--- src/sv/bba_pkg.sv ---
// shared types, constants and helpers for the buddy block allocator
package bba_pkg;

    localparam int ORDER_LIMIT  = 16;
    localparam int HEADER_BYTES = 16;
    localparam int MIN_ORDER    = 5;
    localparam int SLOT_COUNT   = 2048;
    localparam int SLOT_W       = $clog2(SLOT_COUNT);
    localparam int SCNT_W       = SLOT_W + 1;

    localparam logic [1:0] ST_OK       = 2'd0;
    localparam logic [1:0] ST_NO_MEM   = 2'd1;
    localparam logic [1:0] ST_BAD_FREE = 2'd2;

    localparam logic FUNC_ALLOC = 1'b0;
    localparam logic FUNC_FREE  = 1'b1;

    typedef struct packed {
        logic [4:0] order;
        logic       free;
        logic       head;
    } t_slot;

    typedef enum logic [3:0] {
        S_CLEAR,
        S_IDLE,
        S_A_RD,
        S_A_EV,
        S_A_SPLIT,
        S_F_RD,
        S_F_CHK,
        S_F_MRG,
        S_F_BCHK,
        S_F_FIN
    } t_state;

    // slots covered by a block of the given order
    function automatic logic [SCNT_W-1:0] slot_span(input logic [4:0] ord);
        logic [SCNT_W-1:0] r;
        if (ord <= 5'(MIN_ORDER)) begin
            r = SCNT_W'(1);
        end else begin
            r = SCNT_W'(1) << (ord - 5'(MIN_ORDER));
        end
        return r;
    endfunction

    function automatic logic [4:0] clamp_order(input logic [4:0] v);
        logic [4:0] r;
        if (v < 5'(MIN_ORDER)) begin
            r = 5'(MIN_ORDER);
        end else if (v > 5'(ORDER_LIMIT)) begin
            r = 5'(ORDER_LIMIT);
        end else begin
            r = v;
        end
        return r;
    endfunction

endpackage

--- src/sv/bba_order_calc.sv ---
// smallest block order that holds a request plus its header
module bba_order_calc import bba_pkg::*; (
    input  logic [16:0] i_size_bytes,
    input  logic [4:0]  i_region_order,
    output logic [4:0]  o_order,
    output logic        o_fit
);
    logic [17:0] need;
    logic        found;

    assign need = 18'(i_size_bytes) + 18'(HEADER_BYTES);

    // downward walk so the lowest fitting order wins
    always_comb begin
        o_order = 5'(MIN_ORDER);
        found   = 1'b0;
        for (int j = ORDER_LIMIT; j >= MIN_ORDER; j--) begin
            if ((19'(1) << j) >= 19'(need) && 5'(j) <= i_region_order) begin
                o_order = 5'(j);
                found   = 1'b1;
            end
        end
        o_fit = found && (i_size_bytes != 17'd0);
    end
endmodule
--- config.mk ---
export PLATFORM = sky130hd
export DESIGN_NAME = bba_order_calc
export DESIGN_NICKNAME = d
export VERILOG_FILES = /design/src/sv/bba_pkg.sv /design/src/sv/bba_order_calc.sv
export SDC_FILE = /design/constraint.sdc
export NUM_CORES = 1
export LEC_CHECK = 0
export BUFFER_PORTS_ARGS = -buffer_cell sky130_fd_sc_hd__buf_2
export CAP_MARGIN = 20
export CELL_PAD_IN_SITES_DETAIL_PLACEMENT = 1
export CELL_PAD_IN_SITES_GLOBAL_PLACEMENT = 1
export CORE_MARGIN = 1
export CORE_UTILIZATION = 41
export DETAILED_ROUTE_END_ITERATION = 8
export PLACE_DENSITY = 0.85
export SYNTH_ARGS = -nofsm -noshare
export SYNTH_HDL_FRONTEND = slang
export SYNTH_SLANG_ARGS = --single-unit
export TNS_END_PERCENT = 50
--- constraint.sdc ---
create_clock -name vclk -period 2.5
set_input_delay 0 -clock vclk [all_inputs]
set_output_delay 0 -clock vclk [all_outputs]
set_load 0.05 [all_outputs]
==> reports/metrics.cfg, run 1 <==
[outcome]
run_status=complete, but fails checks
violations=design-rule violations

[logic_synthesis]
yosysMostFrequentCell=nor2_1
synthesis.yosys.warnings=0
syn_area_um2=1230
synth.top_cells.by_count=15 x nor2_1, 14 x nor3_1, 13 x nand2_1, 9 x nand4_1, 8 x a21oi_1
yosys-top-cells-area=nor3_1 5.7%, nand4_1 4.6%, nor2_1 4.6%, nand2_1 4.0%, nor4_4 3.5%
synth_top_area_cell=nor3_1
netlist.area_leader.share_pct=5.71
yosys.cell_types.count=62
ys_seq_area_share_pct=0
syn_nets=203
postSynthCellCount=178
synth.avg_cell_area_um2=6.89

[timing]
hold_viol=0
final.period_utilization_pct=99.4
max_slew_margin_pct=60.1
rsz0062_at_grt=true
fmax_ghz=0.403
timing_max_transition_violations_final=0
period_minus_slack_ns=2.48
setup_ws_ns=0.0159
finalSetupViolations=0
worstMarginPinSlew_ns=0.594

[hold_path]
min_path_cells=4
hp-class=primary input to output port
worstHoldStart=i_region_order[4]
holdPathEnd=o_order[4]

[global_routing]
grt.overflow.total=0
antenna_found_initial=0
grt_first_pass_wirelength_um=7730
grt_max_degree=13
track_usage_pct=30.0
grt_pass1_vias=1613

[drt]
drt-pass1-iter-count=6
wl_um=4770
ant_nets=0
num_vias=1615
viasPerCell=6.87
drc=2
drt_iter0_markers=92
wl_per_cell_um=20.3

[power_and_ir_drop]
leakagePower_nw=0.533
power_density_nw_per_um2=151
peakVddDrop_mv=0.0694

[critical_path]
cp.arrival_ns=2.48
cp-end-kind=output port
crit_start=i_size_bytes[5]
start_kind=primary input
crit_fanout=6
worst-setup-path-type=primary input to output port
crit_required_ns=2.50

[job]
maxCapViolations=0

[placed_design]
placed_area_um2=1410
hpwl_um=3820
preCtsSetupSlack_ns=-0.0113
portBuffers=28
gp_congestion=0.951

[final_layout]
area_delta_synth_final_pct=20.0
nNetsFinal=231
utilization_pct=52.5
drive_gt1_share_pct=32.4
antennaDiodeCount=0
fin_area_um2=1470
clkbuf_count=0
seq_cells=0
seqCellArea_um2=0

[floorplan]
io-pin-count=28
rows=19
die_y_um=56.7
core_area_um2=2810
dieArea_um2=3210
die_w_um=56.7
initial_core_util_pct=43.7

-- repair_timing --
action,CTS,global route
buffers inserted,0,1
setup endpoints to repair,1,4
pin swaps,0,1
hold buffers,0,0
endpoints found under the hold margin,0,0
gates resized for setup,1,10
-- metal layers --
layer	wire length [um]	global-route usage, %	share of wire, %
met5	0	0	0
met4	172	11.1	3.6
met2	2360	51.7	49
met1	2040	39.1	43
met3	207	1.38	4.3
-- cell families after synthesis --
| family | count (synthesis) | synth area share [%] |
|---|---|---|
| xor gates and xnor gates | 6 | 4.29 |
| AOI/OAI and AO/OA | 55 | 35.0 |
| muxes | 4 | 3.47 |
| and+or+nand+nor | 94 | 46.8 |
| adders and majority gates | 3 | 3.06 |
| buffers and inverters | 16 | 7.35 |
-- placed cells by master (no fill, tap or decap), types with 2 or more instances in the layout --
cell type,synthesis,layout
or2_2,3,3
xnor2_1,3,3
o21bai_1,2,2
a21oi_1,8,7
a32o_1,2,2
xor2_1,3,3
and3_1,4,4
nor2_1,15,15
o21ai_0,7,6
o211ai_1,5,5
a211oi_1,3,2
nor2b_1,2,2
a211o_1,2,2
mux2_2,2,2
nor4_4,2,3
nor3b_1,4,4
nand4_1,9,9
a21o_1,2,2
nor4_2,3,4
or3_1,3,3
nor3_1,14,12
buf_4,3,11
nand3_1,7,7
inv_1,3,3
ha_1,3,3
buf_2,3,27
nand2_1,13,13
a41oi_1,2,2
a2bb2oi_1,2,2
a31oi_1,3,3
-- worst max-delay path: stages --
cell       delay (ns)
buf_2            0.14
ha_1             0.22
nand3_1          0.18
nor3_4           0.26
mux2i_2          0.35
o21ai_2          0.17
nor4_1           0.43
a2bb2oi_1        0.31
a2bb2oi_2        0.14
buf_2            0.26
-- power by group --
group | total [mW] | switching [mW] | leakage (nW) | internal (mW)
registers | 0 | 0 | 0 | 0
logic | 0.222 | 0.146 | 0.533 | 0.0758
clock network | 0 | 0 | 0 | 0
total | 0.222 | 0.146 | 0.533 | 0.0758
-- final cells by class --
class	instances	area [um2]
fill	376	1330
inverter	3	11.3
timing repair buffer	39	225
tap	31	38.8
multi-input combinational	162	1200
-- worst max-delay path by stage --
stage | to | slack, ns | cells after the start
2_1_floorplan | o_fit | -0.15 | 8
3_3_place_gp | o_order[0] | 0.14 | 9
3_5_place_dp | o_order[0] | -0.01 | 9
4_1_cts | o_order[0] | 0.03 | 10
5_1_grt | o_order[0] | -0.10 | 10
6_report | o_order[0] | 0.02 | 10
-- per-stage QoR --
step / hold WS, ns / instances / power [mW] / setup TNS, ns
finish: 0.567 / 235 / 0.222 / 0
global route: 0.593 / 235 / 0.239 / -0.210
CTS: 0.561 / 234 / 0.210 / 0
detailed placement: 0.562 / 234 / 0.209 / -0.0113
global placement: 0.546 / 234 / 0.198 / 0
floorplan: 0.372 / 178 / 0.144 / -0.291
Power figures use the tool's default switching activity.
==> run 2: changes to the inputs <==
Settings changed: CORE_UTILIZATION 41 to 44, PLACE_DENSITY 0.85 to 0.91.
Clock period 2.5 ns to 3.1 ns, I/O delays scaled along.
==> run 2 against run 1 <==
  * The run now ends clean
  * Via count fell by 1.3%
  * Count of clock-buffer cells in the layout did not move
  * Hold slack improved by 0.0018 ns
  * Largest power group unchanged
  * Non-clock buffer count fell by 11
  * Largest cell class unchanged
  * Cell count fell by 5.1%
  * Total power fell by 23%
==> reports/metrics.cfg, run 2 (synthesized netlist as in run 1, its figures left out) <==
[timing]
setup_ws_ns=0.266
hold_viol=0
finalSetupViolations=0
worstMarginPinSlew_ns=0.725
timing_max_transition_violations_final=0
fmax_ghz=0.353
final.period_utilization_pct=91.4
period_minus_slack_ns=2.83
rsz0062_at_grt=false
max_slew_margin_pct=51.0
finalSetupTns_ns=0

[hold_path]
worstHoldStart=i_region_order[4]
hp-class=primary input to output port
holdPathEnd=o_order[4]
min_path_cells=4

[power_and_ir_drop]
power_density_nw_per_um2=127
leakagePower_nw=0.461
peakVddDrop_mv=0.0759
total_power_uw=170

[critical_path]
slowest_stage=nor4_1
cp-end-kind=output port
crit_required_ns=3.10
critPathTopFamily=simple AND/OR/NAND/NOR gates
start_kind=primary input
crit_fanout=8
cp.arrival_ns=2.83
path_common_cell=buf_2
cpPeakStageDelay_ns=0.43
worst-setup-path-type=primary input to output port
critPathBufInv=2
path_cells=buf_2 -> ha_1 -> nand3_1 -> nor3_1 -> mux2i_1 -> o21ai_2 -> nor4_1 -> a2bb2oi_1 -> a2bb2oi_2 -> buf_2

[final_layout]
multi_input_area_um2=1150
utilization_pct=52.8
area_delta_synth_final_pct=9.49
seq_cells=0
drive_gt1_share_pct=24.4
final_cell_mix=28 x buf_2, 15 x nor2_1, 14 x nor3_1
nNetsFinal=220
clkbuf_count=0
nFillCells=359
seqCellArea_um2=0
final_common_cell=buf_2
antennaDiodeCount=0

[drt]
drc=0
wl_per_cell_um=20.6
drt_iter0_markers=42
viasPerCell=7.15
ant_nets=0
num_vias=1594
wl_um=4590
drt-pass1-iter-count=4

[outcome]
run_status=completed

[floorplan]
die_y_um=54.8
core_area_um2=2540
die_w_um=54.8
rows=18
io-pin-count=28
initial_core_util_pct=48.2
dieArea_um2=3000

[global_routing]
antenna_found_initial=0
grt_pass1_vias=1411
grt_max_degree=16
grt_first_pass_wirelength_um=6560
grt.overflow.total=0
track_usage_pct=30.0

[job]
maxCapViolations=0

[placed_design]
hpwl_um=3460
gp_congestion=0.885
preCtsSetupSlack_ns=0.287
portBuffers=28

## run 2: changes by cell type in the layout (fill, tap and decap cells not counted), sizes merged
cell / delta
buf: -10
clkbuf: -1
## run 2: report_power, final
part | internal, mW | total, mW | switching (mW)
clock | 0 | 0 | 0
sequential | 0 | 0 | 0
combinational | 0.0537 | 0.170 | 0.116
total | 0.0537 | 0.170 | 0.116
## run 2: final cells by class
type                            instances  area share, %
Inverter                                3          0.839
Multi-Input combinational cell        162           85.9
Tap cell                               30           2.80
Timing Repair Buffer                   28           10.4
## run 2: timing repair
action                     CTS  global route
buffers inserted             0             0
hold buffers                 0             0
setup endpoints to repair    0             1
gates resized for setup      0             2
## run 2: how the worst max path moves through the flow
stage	startpoint	endpoint	slack (ns)	cells after the start
3_3_place_gp	i_size_bytes[4]	o_order[1]	0.52	10
4_1_cts	i_size_bytes[4]	o_order[0]	0.30	10
3_5_place_dp	i_size_bytes[4]	o_order[0]	0.29	10
5_1_grt	i_size_bytes[4]	o_order[0]	0.009	10
6_report	i_size_bytes[4]	o_order[0]	0.27	10
2_1_floorplan	i_size_bytes[4]	o_order[1]	0.18	8
## run 2: metrics by stage
step,cells,hold WS [ns],area [um2]
2_1_floorplan,178,0.370,1230
5_1_grt,223,0.628,1340
4_1_cts,223,0.565,1330
6_report,223,0.569,1340
3_5_place_dp,223,0.566,1330
3_3_place_gp,223,0.546,1330
## run 2: layer usage
layer	GRT usage (%)	part of all wire [%]
met1	39.0	45
met2	53.6	49
met3	0.556	3.8
met4	7.26	1.9
met5	0	0
==> run 3: changes to the inputs <==
Settings changed: ABC_AREA set to 1, CORE_UTILIZATION 44 to 38.
==> run 3 against run 2 <==
  * Count of clock-buffer cells in the layout is the same
  * First-iteration DRC count shrank 19%
  * Critical path depth grew 11
  * Design area shrank 15%
  * Global-route usage shrank 3.4 points
  * Sequential share of layout area is the same
  * Largest cell class unchanged
  * Highest routed layer is now met3
==> reports/metrics.cfg, run 3 <==
[placed_design]
hpwl_um=2990
gp_congestion=0.909
portBuffers=28

[drt]
num_vias=1387
viasPerCell=5.46
ant_nets=0
wl_um=3280
drc=0
drt-pass1-iter-count=4
drt_iter0_markers=34
wl_per_cell_um=12.9

[global_routing]
track_usage_pct=26.5
grt_max_degree=10
antenna_found_initial=0
grt.overflow.total=0
grt_first_pass_wirelength_um=5650
grt_pass1_vias=1367

[floorplan]
die_w_um=52.5
rows=17
io-pin-count=28
core_area_um2=2300
dieArea_um2=2760
initial_core_util_pct=42.2
die_y_um=52.5

[final_layout]
seq_cells=0
antennaDiodeCount=0
seqCellArea_um2=0
clkbuf_count=0
final_common_cell=nand2_1
final_cell_mix=64 x nand2_1, 28 x inv_1, 28 x buf_2
drive_gt1_share_pct=22.6
utilization_pct=49.5
nNetsFinal=253
nFillCells=388
area_delta_synth_final_pct=17.3

[cts]
cts_hold_buffers=0
postCtsSetupBuffers=0
post_cts_resized=0

[logic_synthesis]
yosys.cell_types.count=27
netlist.area_leader.share_pct=24.8
yosysMostFrequentCell=nand2_1
postSynthCellCount=199
syn_area_um2=970
synth_top_area_cell=nand2_1
ys_seq_area_share_pct=0
synthesis.yosys.warnings=0
synth.avg_cell_area_um2=4.87
yosys-top-cells-area=nand2_1 25%, nand3_1 11%, inv_1 11%, nor2_1 9.7%, nor2_4 4.6%
syn_nets=224
synth.top_cells.by_count=64 x nand2_1, 28 x inv_1, 25 x nor2_1, 22 x nand3_1

[power_and_ir_drop]
leakagePower_nw=0.660
peakVddDrop_mv=0.0659
clkPwrFrac_pct=0
p_seq_share_pct=0
p_int_uw=42.5
p_switching_uw=103
power_density_nw_per_um2=128
p_sw_share_pct=70.8
power_frac_comb_pct=100.0

[timing]
rsz0062_at_grt=false
hold_viol=0
fmax_ghz=0.422
worstMarginPinSlew_ns=0.348
final.period_utilization_pct=76.5
timing_max_transition_violations_final=0
max_slew_margin_pct=76.7
finalSetupViolations=0
period_minus_slack_ns=2.37
finalSetupTns_ns=0

[critical_path]
worst-setup-path-type=primary input to output port
cp-end-kind=output port
start_kind=primary input
crit_required_ns=3.10
cp.arrival_ns=2.37
crit_fanout=5

[job]
maxCapViolations=0

[outcome]
run_status=completed

[hold_path]
hp-class=primary input to output port

run 3: worst paths after layout:
path	slack, ns	endpoint	depth (start not counted)	start
worst min-delay path	0.52	o_order[4]	4	i_region_order[4]
worst max-delay path	0.73	o_order[0]	21	i_size_bytes[4]
run 3: worst max-delay path: stages:
cell and delay, ns:
buf_2 0.12, ha_1 0.24, nand2_1 0.12, inv_1 0.11
nand2_2 0.08, nand2_1 0.11, nand3_1 0.15, nor2_4 0.18
nand2_1 0.11, o21ai_1 0.17, nand4_1 0.20, nand2_1 0.12
nand2_1 0.06, nand2_1 0.06, nand2_1 0.05, nand2_1 0.06
nand2_1 0.04, nand2_1 0.05, nand2_1 0.05, nand2_1 0.05
buf_2 0.25
run 3: logic make-up (layout without fill, tap and decap cells):
logic type / Yosys count / in the layout / synth area share, %
adders and majority gates: 3 / 3 / 3.87
and+or+nand+nor: 143 / 143 / 69.3
buffers and inverters: 32 / 59 / 12.8
xor gates and xnor gates: 1 / 1 / 0.903
AOI/OAI and AO/OA: 20 / 20 / 13.2
run 3: area by class of cell:
class                           count  area, um2  area share [%]
Inverter                           31        116            10.2
Multi-Input combinational cell    167        846            74.4
Tap cell                           28       35.0            3.08
Timing Repair Buffer               28        140            12.3
run 3: metal layers:
| metal | track usage (%) | routed length [um] | vias to the layer above |
|---|---|---|---|
| met5 | 0 | 0 | - |
| met4 | 1.32 | 0 | 0 |
| met3 | 0.580 | 78 | 0 |
| met2 | 50.0 | 1640 | 22 |
| met1 | 34.5 | 1560 | 661 |
| li1 | - | - | 704 |
run 3: power groups by stage:
stage | clock, mW | sequential (mW) | combinational, mW
global placement | 0 | 0 | 0.141
finish | 0 | 0 | 0.145
floorplan | 0 | 0 | 0.0978
detailed placement | 0 | 0 | 0.145
CTS | 0 | 0 | 0.146
global route | 0 | 0 | 0.162
run 3: metrics by stage:
step                      worst slack (ns)  area (um2)  power, mW  cells  hold slack [ns]
after floorplan                      0.970         970     0.0978    199            0.279
after global placement               0.921        1140      0.141    254            0.511
after detailed placement             0.777        1140      0.145    254            0.519
after CTS                            0.780        1140      0.146    254            0.518
after global routing                 0.495        1140      0.162    254            0.563
final                                0.728        1140      0.145    254            0.516
